### src/rtl/dnv_pkg.sv
// ----------------------------------------------------------------------------
// dnv_pkg
// Shared types, codes and helpers for the domain name validator.
// ----------------------------------------------------------------------------
package dnv_pkg;

  localparam int unsigned CharW      = 8;
  localparam int unsigned NameCntW   = 9;
  localparam int unsigned LabelCntW  = 7;
  localparam int unsigned NameLenW   = 8;
  localparam int unsigned LabelLenW  = 6;
  localparam int unsigned ErrW       = 4;
  localparam int unsigned CfgIdxW    = 3;
  localparam int unsigned CfgDataW   = 8;

  localparam logic [CharW-1:0]     DotChar      = 8'h2E;
  localparam logic [CharW-1:0]     HyphenChar   = 8'h2D;
  localparam logic [NameCntW-1:0]  NameCntTop   = 9'd511;
  localparam logic [LabelCntW-1:0] LabelCntTop  = 7'd127;

  // Error codes
  localparam logic [ErrW-1:0] ErrNone       = 4'd0;
  localparam logic [ErrW-1:0] ErrNameShort  = 4'd1;
  localparam logic [ErrW-1:0] ErrNameLong   = 4'd2;
  localparam logic [ErrW-1:0] ErrLabelShort = 4'd3;
  localparam logic [ErrW-1:0] ErrLabelLong  = 4'd4;
  localparam logic [ErrW-1:0] ErrBadChar    = 4'd5;
  localparam logic [ErrW-1:0] ErrBadStart   = 4'd6;
  localparam logic [ErrW-1:0] ErrBadEnd     = 4'd7;
  localparam logic [ErrW-1:0] ErrNoDot      = 4'd8;

  // Configuration register indexes
  localparam logic [CfgIdxW-1:0] CfgTrailingDot = 3'd0;
  localparam logic [CfgIdxW-1:0] CfgMinName     = 3'd1;
  localparam logic [CfgIdxW-1:0] CfgMaxName     = 3'd2;
  localparam logic [CfgIdxW-1:0] CfgMinLabel    = 3'd3;
  localparam logic [CfgIdxW-1:0] CfgMaxLabel    = 3'd4;

  typedef struct packed {
    logic [CharW-1:0] char_code;
    logic             is_last;
  } dnv_char_t;

  typedef struct packed {
    logic            name_valid;
    logic [ErrW-1:0] error_code;
  } dnv_result_t;

  // Per-label tracking state
  typedef struct packed {
    logic [LabelCntW-1:0] count;
    logic                 bad_char;
    logic                 first_letter;
    logic                 prev_letter_digit;
  } dnv_label_t;

  function automatic logic dnv_is_letter(input logic [CharW-1:0] c);
    return (c inside {[8'h41:8'h5A], [8'h61:8'h7A]});
  endfunction

  function automatic logic dnv_is_digit(input logic [CharW-1:0] c);
    return (c inside {[8'h30:8'h39]});
  endfunction

  // Check one finished label, in priority order
  function automatic logic [ErrW-1:0] dnv_label_err(
    input dnv_label_t           lbl,
    input logic [LabelLenW-1:0] min_len,
    input logic [LabelLenW-1:0] max_len
  );
    logic [ErrW-1:0] err;
    err = ErrNone;
    if (lbl.count < {1'b0, min_len})       err = ErrLabelShort;
    else if (lbl.count > {1'b0, max_len})  err = ErrLabelLong;
    else if (lbl.bad_char)                 err = ErrBadChar;
    else if (!lbl.first_letter)            err = ErrBadStart;
    else if (!lbl.prev_letter_digit)       err = ErrBadEnd;
    return err;
  endfunction

endpackage

### src/rtl/dnv_char_if.sv
// ----------------------------------------------------------------------------
// dnv_char_if
// Character stream channel: valid/ready handshake with one name byte.
// ----------------------------------------------------------------------------
interface dnv_char_if
  import dnv_pkg::*;
();
  logic      valid;
  logic      ready;
  dnv_char_t data;

  modport source (output valid, output data, input ready);
  modport sink   (input valid, input data, output ready);
endinterface

### src/rtl/dnv_result_if.sv
// ----------------------------------------------------------------------------
// dnv_result_if
// Result channel: valid/ready handshake with one check verdict.
// ----------------------------------------------------------------------------
interface dnv_result_if
  import dnv_pkg::*;
();
  logic        valid;
  logic        ready;
  dnv_result_t data;

  modport source (output valid, output data, input ready);
  modport sink   (input valid, input data, output ready);
endinterface

### src/rtl/domain_name_validator_unit.sv
// ----------------------------------------------------------------------------
// domain_name_validator_unit
// Streaming domain name syntax check: one byte per transfer, one verdict on
// the byte that closes the name.
// ----------------------------------------------------------------------------
//  channel   dir  handshake      payload
//  in_ch     in   valid/ready    char_code[7:0], is_last
//  out_res   out  valid/ready    name_valid, error_code[3:0]
//  cfg_*     in   write enable   cfg_idx[2:0], cfg_wdata[7:0]
//
//  One byte is taken per cycle while in_ch.ready is high; the verdict appears in
//  the output register the cycle after the last byte is taken.
//  Throughput is set by the single-stage state update: one byte per clock while not stalled.
//  A waiting verdict stalls input only if the sink also holds ready low.
//  Synchronous active-low reset clears counters, flags and output valid and
//  loads the register defaults.
// ----------------------------------------------------------------------------
module domain_name_validator_unit
  import dnv_pkg::*;
(
  input  logic                clk,
  input  logic                rst_n,
  dnv_char_if.sink            in_ch,
  dnv_result_if.source        out_res,
  input  logic                cfg_we,
  input  logic [CfgIdxW-1:0]  cfg_idx,
  input  logic [CfgDataW-1:0] cfg_wdata
);

  // Configuration registers
  logic                 trail_dot_r;
  logic [NameLenW-1:0]  min_name_r;
  logic [NameLenW-1:0]  max_name_r;
  logic [LabelLenW-1:0] min_label_r;
  logic [LabelLenW-1:0] max_label_r;

  // Name state
  logic [NameCntW-1:0]  name_cnt_r, name_cnt_nxt;
  dnv_label_t           label_r, label_nxt;
  logic [ErrW-1:0]      first_err_r, first_err_nxt;

  // Output register
  logic                 out_valid_r;
  dnv_result_t          out_data_r;

  logic                 in_xfer;
  logic                 do_take;
  logic                 is_dot;
  logic                 ld_char;
  logic [NameCntW-1:0]  t_name_cnt;
  dnv_label_t           t_label;
  logic [ErrW-1:0]      t_first_err;
  logic [ErrW-1:0]      fin_first_err;
  logic [ErrW-1:0]      err;

  // Accept while the output slot is free or being drained
  assign in_ch.ready   = !out_valid_r || out_res.ready;
  assign in_xfer       = in_ch.valid && in_ch.ready;
  assign out_res.valid = out_valid_r;
  assign out_res.data  = out_data_r;

  // Write configuration registers
  always_ff @(posedge clk) begin
    if (!rst_n) begin
      trail_dot_r <= 1'b0;
      min_name_r  <= 8'd1;
      max_name_r  <= 8'd255;
      min_label_r <= 6'd1;
      max_label_r <= 6'd63;
    end else if (cfg_we) begin
      case (cfg_idx)
        CfgTrailingDot: trail_dot_r <= cfg_wdata[0];
        CfgMinName:     min_name_r  <= cfg_wdata[NameLenW-1:0];
        CfgMaxName:     max_name_r  <= cfg_wdata[NameLenW-1:0];
        CfgMinLabel:    min_label_r <= cfg_wdata[LabelLenW-1:0];
        CfgMaxLabel:    max_label_r <= cfg_wdata[LabelLenW-1:0];
        default: ;
      endcase
    end
  end

  // Apply one character to the name state, then close the name if last
  always_comb begin
    is_dot  = (in_ch.data.char_code == DotChar);
    ld_char = dnv_is_letter(in_ch.data.char_code) || dnv_is_digit(in_ch.data.char_code);
    // the last byte in trailing-dot mode is not taken as a character
    do_take = !in_ch.data.is_last || !trail_dot_r;

    t_name_cnt  = name_cnt_r;
    t_label     = label_r;
    t_first_err = first_err_r;
    if (do_take) begin
      if (name_cnt_r != NameCntTop) t_name_cnt = name_cnt_r + 9'd1;
      if (is_dot) begin
        if (first_err_r == ErrNone)
          t_first_err = dnv_label_err(label_r, min_label_r, max_label_r);
        t_label = '0;
      end else begin
        if (label_r.count == '0)
          t_label.first_letter = dnv_is_letter(in_ch.data.char_code);
        if (label_r.count != LabelCntTop) t_label.count = label_r.count + 7'd1;
        if (!(ld_char || in_ch.data.char_code == HyphenChar)) t_label.bad_char = 1'b1;
        t_label.prev_letter_digit = ld_char;
      end
    end

    // close the last label
    fin_first_err = t_first_err;
    if (t_first_err == ErrNone)
      fin_first_err = dnv_label_err(t_label, min_label_r, max_label_r);

    if (trail_dot_r && !is_dot)                  err = ErrNoDot;
    else if (t_name_cnt < {1'b0, min_name_r})    err = ErrNameShort;
    else if (t_name_cnt > {1'b0, max_name_r})    err = ErrNameLong;
    else                                         err = fin_first_err;

    // next state: cleared after the last byte
    if (in_ch.data.is_last) begin
      name_cnt_nxt  = '0;
      label_nxt     = '0;
      first_err_nxt = ErrNone;
    end else begin
      name_cnt_nxt  = t_name_cnt;
      label_nxt     = t_label;
      first_err_nxt = t_first_err;
    end
  end

  // Advance name state on each transfer
  always_ff @(posedge clk) begin
    if (!rst_n) begin
      name_cnt_r  <= '0;
      label_r     <= '0;
      first_err_r <= ErrNone;
    end else if (in_xfer) begin
      name_cnt_r  <= name_cnt_nxt;
      label_r     <= label_nxt;
      first_err_r <= first_err_nxt;
    end
  end

  // Hold the verdict until the sink takes it
  always_ff @(posedge clk) begin
    if (!rst_n) begin
      out_valid_r <= 1'b0;
    end else if (in_xfer && in_ch.data.is_last) begin
      out_valid_r <= 1'b1;
    end else if (out_res.ready) begin
      out_valid_r <= 1'b0;
    end
  end

  always_ff @(posedge clk) begin
    if (in_xfer && in_ch.data.is_last) begin
      out_data_r.name_valid <= (err == ErrNone);
      out_data_r.error_code <= err;
    end
  end

endmodule

### src/flat_wrapper.sv
// flat-port wrapper written by rule: the top's interface ports become plain ports
module domain_name_validator_unit_flat import dnv_pkg::*;
  (clk, rst_n, cfg_we, cfg_idx, cfg_wdata, in_ch_valid, in_ch_data, in_ch_ready, out_res_valid, out_res_data, out_res_ready);
  dnv_char_if in_ch_i ();
  dnv_result_if out_res_i ();
  input  logic clk;
  input  logic rst_n;
  input  logic cfg_we;
  input  logic [CfgIdxW-1:0] cfg_idx;
  input  logic [CfgDataW-1:0] cfg_wdata;
  input wire logic [$bits(in_ch_i.valid)-1:0] in_ch_valid;
  input wire logic [$bits(in_ch_i.data)-1:0] in_ch_data;
  output wire logic [$bits(in_ch_i.ready)-1:0] in_ch_ready;
  output wire logic [$bits(out_res_i.valid)-1:0] out_res_valid;
  output wire logic [$bits(out_res_i.data)-1:0] out_res_data;
  input wire logic [$bits(out_res_i.ready)-1:0] out_res_ready;
  assign in_ch_i.valid = in_ch_valid;
  assign in_ch_i.data = in_ch_data;
  assign in_ch_ready = in_ch_i.ready;
  assign out_res_valid = out_res_i.valid;
  assign out_res_data = out_res_i.data;
  assign out_res_i.ready = out_res_ready;
  domain_name_validator_unit u_core (.clk(clk), .rst_n(rst_n), .in_ch(in_ch_i), .out_res(out_res_i), .cfg_we(cfg_we), .cfg_idx(cfg_idx), .cfg_wdata(cfg_wdata));
endmodule
### config.mk
export PLATFORM = sky130hd
export DESIGN_NAME = domain_name_validator_unit_flat
export DESIGN_NICKNAME = d
export VERILOG_FILES = /design/src/rtl/dnv_pkg.sv /design/src/rtl/dnv_char_if.sv /design/src/rtl/dnv_result_if.sv /design/src/rtl/domain_name_validator_unit.sv /design/src/flat_wrapper.sv
export SDC_FILE = /design/constraint.sdc
export NUM_CORES = 1
export LEC_CHECK = 0
export BUFFER_PORTS_ARGS = -buffer_cell sky130_fd_sc_hd__buf_2
export CAP_MARGIN = 0
export CORE_AREA = 5 5 104 106
export DETAILED_ROUTE_END_ITERATION = 10
export DIE_AREA = 0 0 109 111
export SKIP_CTS_REPAIR_TIMING = 1
export SLEW_MARGIN = 20
export SYNTH_ARGS = -nofsm -noshare
export SYNTH_HDL_FRONTEND = slang
export SYNTH_SLANG_ARGS = --single-unit
### constraint.sdc
create_clock -name clk -period 5.7 [get_ports clk]
set_clock_uncertainty 0.1 [all_clocks]
set_input_delay 0.285 -clock clk [delete_from_list [all_inputs] [get_ports clk]]
set_output_delay 0.285 -clock clk [all_outputs]
set_load 0.01 [all_outputs]
==> flow_metrics.py, run 1 <==
metrics = {
    "setup_path": {
        "cpPeakStageDelay_ns": 0.49,
        "crit_buf_inv": 0,
        "crit_required_ns": 5.81,
        "r2r-end": "u_core.out_res.data[4]$_DFFE_PP_",
        "critPathSlowestCell": "dfxtp_1",
        "cp_max_fo": 7,
        "r2r_cells": 14,
        "critPathCaptureType": "flop",
        "rrSetupSlack_ns": 1.89,
        "crit_type": "reg2reg",
        "critical-path-top-delay-family": "compound AO/OA/AOI/OAI gates",
        "crit_arrival_ns": 3.91,
        "crit_top_cell": "nor2_1",
        "crit_path_start_kind": "flop",
        "crit-reg2reg-launch": "u_core.label_r[4]$_SDFFE_PN0P_",
        "crit_chain": "ha_1, nand3_1, o21ai_0, nor2_1, xnor2_1, nor2_1, ha_1, a21o_1, a2111oi_0, o21a_1, nor4b_1, o311ai_1, nor2_1, o2111a_1",
    },
    "cells_and_area": {
        "synthToLayoutAreaGrowth_pct": 11.64,
        "fin_cells": 622,
        "antennaDiodeCount": 0,
        "drive_gt1_frac": 0.1166,
        "nets": 550,
        "nFillCells": 977,
    },
    "logic_synthesis": {
        "synth_edf_count": 5,
        "synth_warnings": 0,
        "synth_compound_area_frac": 0.2215,
        "ys_async_sr_fraction": 0,
        "synth_top_family_by_area": "simple AND/OR/NAND/NOR gates",
        "postSynthAreaPerCell_um2": 8.321,
        "synth_fa_ha_area_frac": 0.1305,
        "muxShareOfSynthArea": 0.02120,
        "synth_area_leader_cell": "dfxtp_1",
        "synth_area_leaders": "dfxtp_1, ha_1, nand2_1",
        "syn_inst": 461,
        "synth-main-ff-cell": "dfxtp_1",
        "synth_simple_gate_area_share": 0.2358,
        "syn_nets": 526,
        "synth-seq-cells": 58,
        "syn_area_um2": 3836,
        "synthXorXnorAreaFrac": 0.02283,
        "yosys.cell_types.count": 60,
        "yosysTopAreaCellShare": 0.2766,
        "ys_seq_area_frac": 0.3157,
    },
    "timing": {
        "hold_viol": 0,
        "rsz0062_at_grt": "no",
        "min_period_ns": 3.807,
        "slew_violations": 0,
        "slew_headroom": 0.2966,
        "max_slew.worst_pin.slew_ns": 1.051,
        "tns_ns": 0,
        "fmax_ghz": 0.2627,
        "setup-violations-final": 0,
        "min_period_over_period": 0.6678,
    },
    "global_routing": {
        "grt_overflow_total": 0,
        "grt_pass1_wl_mm": 15.82,
        "grt_pass1_vias": 3364,
        "antenna_found_initial": 0,
        "grt_max_degree": 50,
        "grtUsageTotal": 0.1656,
    },
    "clock_network": {
        "clock-sinks": 58,
        "clk_transition_reported_paths_ns": 0.07,
        "cts_root_buf": "clkbuf_8",
        "cts_made_buffers": 9,
        "clk_latency_ns": 0.34,
        "cts_tree": "done",
        "h-tree-depth": 3,
        "clock_path_buffers": 2,
    },
    "die": {
        "core-area_um2": 9684,
        "die_w_um": 109,
        "fp-row-count": 36,
        "dieArea_um2": 12100,
        "start_util": 0.3961,
        "io_pins": 32,
        "chipHeight_um": 111,
    },
    "placement": {
        "place_hpwl_mm": 7.083,
        "dp_cells": 607,
        "place.gp.congestion": 0.8457,
        "numPortBuffers": 31,
    },
    "min_path": {
        "holdPathEnd": "u_core.max_name_r[6]$_SDFFE_PN1P_",
        "hold_path_class": "in2reg",
        "hp-start": "cfg_wdata[6]",
        "hold_depth": 3,
    },
    "drt": {
        "wl_per_cell_um": 15.33,
        "antenna_left": 0,
        "avgViaCountPerCell": 5.400,
        "vias": 3359,
        "drt_first_pass_iters": 4,
        "wl_mm": 9.537,
        "drt_iter0_drc": 158,
        "drc": 0,
    },
    "power": {
        "leakage_nw": 1.897,
        "powerDensity_nw_per_um2": 218.3,
        "peakVddDrop_uv": 115.0,
    },
    "status": {
        "outcome": "finished clean",
    },
    "flow_run": {
        "max-cap-violations": 0,
    },
}
[sequential cells by signal, summed over array words and instances (netlist names)]
| register | cells |
|---|---|
| u_core.min_label_r | 6 |
| u_core.name_cnt_r | 9 |
| u_core.out_res.valid | 1 |
| u_core.min_name_r | 8 |
| u_core.trail_dot_r | 1 |
| u_core.max_name_r | 8 |
| u_core.max_label_r | 6 |
| u_core.label_r | 10 |
| u_core.out_res.data | 5 |
| u_core.first_err_r | 4 |
[worst max path at each step]
stage	end	startpoint	cells past startpoint
after floorplan	u_core.out_res.data[2]$_DFFE_PP_	u_core.label_r[3]$_SDFFE_PN0P_	13
after CTS	u_core.out_res.data[4]$_DFFE_PP_	u_core.label_r[3]$_SDFFE_PN0P_	14
after global placement	u_core.out_res.data[2]$_DFFE_PP_	in_ch_data[0]	12
after global routing	u_core.out_res.data[4]$_DFFE_PP_	u_core.label_r[3]$_SDFFE_PN0P_	15
final	u_core.out_res.data[4]$_DFFE_PP_	u_core.label_r[4]$_SDFFE_PN0P_	14
after detailed placement	u_core.out_res.data[4]$_DFFE_PP_	u_core.label_r[3]$_SDFFE_PN0P_	14
[layer usage]
metal | routed length (um) | track usage | vias to the layer above
met5 | 0 | 0 | -
met4 | 150 | 0.06313 | 0
met3 | 448 | 0.03611 | 17
met2 | 4260 | 0.2588 | 85
met1 | 4679 | 0.2207 | 1561
li1 | - | - | 1696
[where the power goes]
| group | switching, mW | internal (mW) | total [mW] |
|---|---|---|---|
| combinational | 0.0683 | 0.0487 | 0.117 |
| sequential | 0.00633 | 0.423 | 0.429 |
| clock | 0.167 | 0.222 | 0.389 |
| total | 0.242 | 0.693 | 0.935 |
[tightest hold or removal path: stages]
cell      delay [ns]
buf_2           0.09
nand2_1         0.04
o211ai_1        0.08
[final cells by class]
| cell class | instances | area, um2 | area share |
|---|---|---|---|
| Multi-Input combinational cell | 350 | 2424 | 0.5659 |
| Sequential cell | 58 | 1211 | 0.2828 |
| Tap cell | 133 | 166.4 | 0.03885 |
| Clock buffer | 12 | 155.1 | 0.03623 |
| Timing Repair Buffer | 31 | 155.1 | 0.03623 |
| Inverter | 35 | 131.4 | 0.03067 |
| Clock inverter | 3 | 40.04 | 0.009349 |
[Yosys cell counts (3+ instances only)]
cell	count
nor3_1	9
o211ai_1	16
nand3_1	12
o21ai_0	11
nand4_1	7
a21boi_0	13
nor2b_1	30
a21oi_1	17
mux2i_1	7
o21a_1	6
xnor2_1	7
and2_1	5
xor2_1	3
a2111oi_0	3
edfxtp_1	5
clkbuf_1	16
a21o_1	7
inv_1	35
o22ai_1	3
dfxtp_1	53
nand2b_1	5
o21bai_1	3
ha_1	40
nor2_1	26
nand2_1	60
and3_1	4
a22oi_1	15
[stage by stage]
| stage | power (mW) | hold WS, ns | utilization | area [um2] | worst slack [ns] |
|---|---|---|---|---|---|
| CTS | 0.9448 | 0.08324 | 0.4422 | 4283 | 1.940 |
| global placement | 0.5517 | 0.3556 | 0.4221 | 4088 | 2.006 |
| finish | 0.9349 | 0.09408 | 0.4422 | 4283 | 1.893 |
| detailed placement | 0.5549 | 0.3609 | 0.4221 | 4088 | 1.944 |
| floorplan | 0.5161 | 0.3090 | - | 3836 | 2.409 |
| global route | 0.9807 | 0.09213 | 0.4422 | 4283 | 1.535 |
[placed cells by master (no fill, tap or decap), drive strengths merged, types with 13 or more instances in the layout]
master   n
nor2b   30
nand2   60
a22oi   15
a21oi   18
inv     35
nor2    27
buf     31
ha      40
dfxtp   53
o211ai  16
a21boi  13
[cell families after synthesis]
kind of cell / Yosys count
buffers and inverters: 53
adders and majority gates: 40
AOI/OAI and AO/OA: 115
xor gates and xnor gates: 10
muxes: 8
DFF: 58
and+or+nand+nor: 177
(Power assumes the default switching activity.)
==> inputs of run 2 (changes only) <==
Settings changed: ABC_AREA set to 1, CORE_AREA 5 5 104 106 to 5 5 105 107, DIE_AREA 0 0 109 111 to 0 0 110 112.
Clock period 5.7 ns to 3.63 ns, I/O delays scaled along.
==> run 2 against run 1 <==
- the run now ends with negative hold slack left
- flip-flop and latch count unchanged
- die area grew 1.8%
- cell count grew 22%
- hold slack got worse by 0.11 ns
- cell area grew 3.6%
- via count is 12% higher
- clock power is 49% higher
- critical path type unchanged
- critical endpoint unchanged
- largest power group unchanged
==> flow_metrics.py, run 2 <==
metrics = {
    "status": {
        "outcome": "finished, violations left",
        "violations": "negative hold slack",
    },
    "power": {
        "peakVddDrop_uv": 217.6,
        "powerDensity_nw_per_um2": 327.5,
        "combPwrFrac": 0.137,
        "p_switching_uw": 402.5,
        "intPower_mw": 1.050,
        "clockPowerShare": 0.398,
        "power_frac_seq": 0.465,
        "switching_share": 0.2770,
        "leakage_nw": 2.276,
    },
    "clock_network": {
        "cts_made_buffers": 9,
        "cts_root_buf": "clkbuf_8",
        "h-tree-depth": 3,
        "clock-sinks": 58,
        "clk_latency_ns": 0.33,
        "clk_transition_reported_paths_ns": 0.07,
        "clock_path_buffers": 2,
        "cts_tree": "done",
    },
    "flow_run": {
        "max-cap-violations": 0,
    },
    "timing": {
        "holdWs_ns": -0.01791,
        "slew_violations": 0,
        "min_period_ns": 3.411,
        "min_period_over_period": 0.9396,
        "max_slew.worst_pin.slew_ns": 0.8600,
        "fmax_ghz": 0.2932,
        "slew_headroom": 0.4253,
        "tns_ns": 0,
        "setup-violations-final": 0,
        "hold_viol": 1,
    },
    "cells_and_area": {
        "nets": 683,
        "ff_latch_area_um2": 1215,
        "multi_input_area_um2": 2261,
        "drive_gt1_frac": 0.1300,
        "synthToLayoutAreaGrowth_pct": 14.09,
        "top_regs": "u_core.label_r (10), u_core.name_cnt_r (9)",
        "regMostFlops": "u_core.label_r",
        "nFillCells": 1052,
        "antennaDiodeCount": 0,
        "mostFrequentLayoutCell": "nand2_1",
        "largest_register_ffs": 10,
        "final_util": 0.4416,
        "mostFrequentLayoutCells": "nand2_1, inv_1, a21oi_1",
    },
    "logic_synthesis": {
        "yosysTopAreaCellShare": 0.2728,
        "ys_async_sr_fraction": 0,
        "syn_area_um2": 3889,
        "synth_area_leader_cell": "dfxtp_1",
        "synth_edf_count": 5,
        "postSynthAreaPerCell_um2": 6.716,
        "ys_seq_area_frac": 0.3115,
        "yosys.cell_types.count": 29,
        "syn_inst": 579,
        "yosys-top-cells-count": "nand2_1, inv_1, a21oi_1",
        "synth_area_leaders": "dfxtp_1, nand2_1, ha_1",
        "synth-seq-cells": 58,
        "syn_nets": 644,
        "synth-main-ff-cell": "dfxtp_1",
        "synth_warnings": 0,
        "yosysMostFrequentCell": "nand2_1",
    },
    "drt": {
        "vias": 3753,
        "avgViaCountPerCell": 4.945,
        "wl_mm": 9.669,
        "antenna_left": 0,
        "drc": 0,
        "drt_iter0_drc": 162,
        "wl_per_cell_um": 12.74,
        "drt_first_pass_iters": 4,
    },
    "setup_path": {
        "critPathLaunch": "u_core.name_cnt_r[0]$_SDFFE_PN0P_",
        "cp_max_fo": 5,
        "crit_path_start_kind": "flop",
        "critPathCaptureType": "flop",
        "crit-reg2reg-launch": "u_core.name_cnt_r[0]$_SDFFE_PN0P_",
        "r2r_cells": 24,
        "crit_required_ns": 3.62,
        "r2r-end": "u_core.out_res.data[4]$_DFFE_PP_",
        "rrSetupSlack_ns": 0.22,
        "crit_type": "reg2reg",
        "critPathCapture": "u_core.out_res.data[4]$_DFFE_PP_",
        "crit_arrival_ns": 3.40,
    },
    "global_routing": {
        "grt_max_degree": 32,
        "grt_overflow_total": 0,
        "antenna_found_initial": 0,
        "grtUsageTotal": 0.1652,
        "grt_pass1_wl_mm": 16.29,
        "grt_pass1_vias": 3585,
    },
    "placement": {
        "place_hpwl_mm": 7.522,
        "numPortBuffers": 31,
        "place.gp.congestion": 0.8572,
    },
    "die": {
        "dieArea_um2": 12320,
        "chipHeight_um": 112,
        "fp-row-count": 37,
        "start_util": 0.3871,
        "die_w_um": 110,
        "core-area_um2": 10050,
        "io_pins": 32,
    },
    "min_path": {
        "hold_path_class": "in2reg",
    },
}
run 2: power by group through the flow:
| stage | sequential, mW | combinational (mW) | clock [mW] |
|---|---|---|---|
| 2_1_floorplan | 0.690 | 0.129 | 0 |
| 3_3_place_gp | 0.689 | 0.192 | 0 |
| 3_5_place_dp | 0.689 | 0.197 | 0 |
| 4_1_cts | 0.674 | 0.198 | 0.604 |
| 5_1_grt | 0.676 | 0.232 | 0.630 |
| 6_report | 0.675 | 0.199 | 0.578 |
run 2: kinds of logic (layout without fill, tap and decap cells):
group / count (synthesis) / count (layout) / synth area share
buffers and inverters: 113 / 157 / 0.1100
AOI/OAI and AO/OA: 106 / 106 / 0.1515
xor gates and xnor gates: 4 / 4 / 0.009008
and+or+nand+nor: 258 / 258 / 0.2893
adders and majority gates: 40 / 40 / 0.1287
DFF: 58 / 58 / 0.3115
run 2: how the worst min path moves through the flow:
stage	from	slack [ns]	depth (start not counted)	end
2_1_floorplan	cfg_wdata[0]	0.21	2	u_core.min_name_r[0]$_SDFFE_PN1P_
3_3_place_gp	cfg_wdata[6]	0.31	3	u_core.max_name_r[6]$_SDFFE_PN1P_
3_5_place_dp	cfg_wdata[6]	0.32	3	u_core.max_name_r[6]$_SDFFE_PN1P_
4_1_cts	cfg_wdata[7]	-0.04	3	u_core.max_name_r[7]$_SDFFE_PN1P_
5_1_grt	cfg_wdata[7]	0.0004	3	u_core.max_name_r[7]$_SDFFE_PN1P_
6_report	cfg_wdata[7]	-0.02	3	u_core.max_name_r[7]$_SDFFE_PN1P_
run 2: per-layer routing:
metal	GRT usage	up-vias	wire (um)
li1	-	1961	-
met1	0.2222	1682	4673
met2	0.2597	91	4267
met3	0.03246	19	471
met4	0.06068	0	256
met5	0	-	0
run 2: cell type report:
class,instances,area share
tap,136,0.03835
sequential,58,0.2738
inverter,101,0.08545
multi-input combinational,408,0.5096
clock buffer,11,0.02961
timing repair buffer,40,0.05076
clock inverter,5,0.01241
run 2: worst max-delay path, cell delays in order (launching register included):
cell     delay (ns)
dfxtp_2        0.36
ha_1           0.18
nand2_1        0.07
inv_2          0.08
nand2_2        0.07
nor3_4         0.21
nand2_2        0.11
nand2_1        0.11
inv_1          0.10
nand3_1        0.09
xor2_1         0.20
inv_1          0.12
ha_1           0.33
a21oi_1        0.12
o21ai_0        0.08
o21ai_0        0.16
nand2_1        0.07
nand2_1        0.06
nand2_1        0.05
nand2_1        0.06
nand2_2        0.08
nor2_1         0.10
nand2_1        0.07
a21oi_2        0.13
nor2_1         0.06
run 2: through the flow:
stage	area, um2	total power [mW]	cells	hold slack (ns)	setup slack, ns
after detailed placement	4210	0.8860	740	0.3186	0.2134
after CTS	4397	1.476	756	-0.04013	0.1945
after global placement	4210	0.8808	740	0.3129	0.3914
final	4437	1.453	759	-0.01791	0.2191
after floorplan	3889	0.8188	579	0.2078	0.6430
after global routing	4437	1.538	759	0.0004301	-0.03134
==> inputs of run 3 (changes only) <==
Settings changed: CORE_AREA 5 5 105 107 to 5 5 87 89, DIE_AREA 0 0 110 112 to 0 0 92 94, PLACE_DENSITY set to 0.78, REMOVE_ABC_BUFFERS set to 1.
==> run 3 against run 2 <==
- the flow now finishes without violations
- total power rose by 4.7%
- combinational power hardly changed
- global-route usage up 6.4 points
- cell area down 0.37%
- worst setup slack got worse by 0.0084 ns
- largest cell class unchanged
- highest routed layer unchanged
==> flow_metrics.py, run 3 (synthesized netlist as in run 2, its figures left out) <==
metrics = {
    "global_routing": {
        "grt_pass1_wl_mm": 15.83,
        "antenna_found_initial": 0,
        "grt_overflow_total": 0,
        "grtUsageTotal": 0.2289,
        "grt_pass1_vias": 3472,
        "grt_max_degree": 32,
    },
    "die": {
        "dieArea_um2": 8648,
        "core-area_um2": 6681,
        "start_util": 0.5820,
        "die_w_um": 92,
        "chipHeight_um": 94,
        "fp-row-count": 30,
        "io_pins": 32,
    },
    "timing": {
        "slew_violations": 0,
        "fmax_ghz": 0.2925,
        "setup-violations-final": 0,
        "tns_ns": 0,
        "slew_headroom": 0.4341,
        "max_slew.worst_pin.slew_ns": 0.8468,
        "min_period_over_period": 0.9420,
        "hold_viol": 0,
        "min_period_ns": 3.419,
        "setup_ws_ns": 0.2107,
    },
    "setup_path": {
        "crit_arrival_ns": 3.42,
        "crit_required_ns": 3.63,
        "crit_type": "reg2reg",
        "cp_max_fo": 5,
        "critPathCaptureType": "flop",
        "crit_path_start_kind": "flop",
    },
    "placement": {
        "placed_cell_area_um2": 4125,
        "numPortBuffers": 31,
        "dp_slack_ns": 0.1261,
        "place_hpwl_mm": 7.104,
        "dp_cells": 682,
        "place.gp.congestion": 0.9479,
    },
    "flow_run": {
        "max-cap-violations": 0,
    },
    "min_path": {
        "hold_path_class": "in2reg",
    },
    "clock_network": {
        "cts_root_buf": "clkbuf_8",
        "clk_transition_reported_paths_ns": 0.07,
        "clk_latency_ns": 0.34,
        "cts_made_buffers": 9,
        "clock_path_buffers": 2,
        "h-tree-depth": 3,
        "clock-sinks": 58,
        "cts_tree": "done",
    },
    "drt": {
        "wl_mm": 9.515,
        "vias": 3821,
        "avgViaCountPerCell": 5.412,
        "wl_per_cell_um": 13.48,
        "drt_first_pass_iters": 5,
        "antenna_left": 0,
        "drt_iter0_drc": 258,
        "drc": 0,
    },
    "cells_and_area": {
        "nFillCells": 609,
        "nets": 686,
        "mostFrequentLayoutCell": "nand2_1",
        "fin_cells": 706,
        "top_regs": "u_core.label_r (10), u_core.name_cnt_r (9)",
        "design_area_um2": 4420,
        "regMostFlops": "u_core.label_r",
        "antennaDiodeCount": 0,
        "largest_register_ffs": 10,
        "synthToLayoutAreaGrowth_pct": 13.67,
        "mostFrequentLayoutCells": "nand2_1, inv_1, a21oi_1",
        "drive_gt1_frac": 0.1342,
    },
    "power": {
        "power.total_mw": 1.522,
        "powerDensity_nw_per_um2": 344.3,
        "peakVddDrop_uv": 236.6,
        "leakage_nw": 2.304,
    },
    "status": {
        "outcome": "finished clean",
    },
}
[run 3: metrics by stage]
step                      hold WS [ns]  utilization
after global placement          0.3123       0.6174
after detailed placement        0.3194       0.6174
after floorplan                 0.1656            -
after CTS                     -0.03791       0.6487
final                          0.02306       0.6616
after global routing           0.02478       0.6616
[run 3: metal layers]
metal | part of all wire | track usage
met1 | 0.47 | 0.3076
met2 | 0.45 | 0.3644
met3 | 0.064 | 0.03686
met4 | 0.020 | 0.09777
met5 | 0 | 0
[run 3: power breakdown]
group | switching, mW | total [mW] | internal (mW)
registers | 0.00894 | 0.675 | 0.666
logic | 0.131 | 0.201 | 0.0699
clock network | 0.264 | 0.646 | 0.382
total | 0.404 | 1.52 | 1.12
[run 3: worst paths after layout]
path / from / to / depth (start not counted) / slack (ns)
max reg2reg: u_core.name_cnt_r[0]$_SDFFE_PN0P_ / u_core.out_res.data[4]$_DFFE_PP_ / 24 / 0.21
max: u_core.name_cnt_r[0]$_SDFFE_PN0P_ / u_core.out_res.data[4]$_DFFE_PP_ / 24 / 0.21
min reg2reg: u_core.min_name_r[2]$_SDFFE_PN0P_ / u_core.min_name_r[2]$_SDFFE_PN0P_ / 2 / 0.36
min: cfg_wdata[5] / u_core.max_name_r[5]$_SDFFE_PN1P_ / 3 / 0.02
[run 3: cell type report]
cell class                      instances  area (um2)  area share
Clock buffer                           10       127.6     0.02887
Sequential cell                        58        1219      0.2757
Multi-Input combinational cell        408        2263      0.5120
Inverter                              101       379.1     0.08576
Clock inverter                          6       81.33     0.01840
Tap cell                               80       100.1     0.02264
Timing Repair Buffer                   43       250.2     0.05661
[run 3: worst max-delay path, cell delays in order (launching register included)]
cell,delay [ns]
dfxtp_4,0.37
ha_1,0.17
nand2_1,0.07
inv_2,0.08
nand2_2,0.07
nor3_4,0.21
nand2_2,0.11
nand2_2,0.09
inv_1,0.08
nand2_1,0.09
xor2_1,0.17
inv_1,0.10
ha_1,0.32
a21oi_1,0.13
o21ai_0,0.10
o21ai_1,0.19
nand2_1,0.08
nand2_1,0.06
nand2_1,0.04
nand2_1,0.07
nand2_2,0.09
nor2_1,0.11
nand2_1,0.07
a21oi_2,0.16
nor2_1,0.06
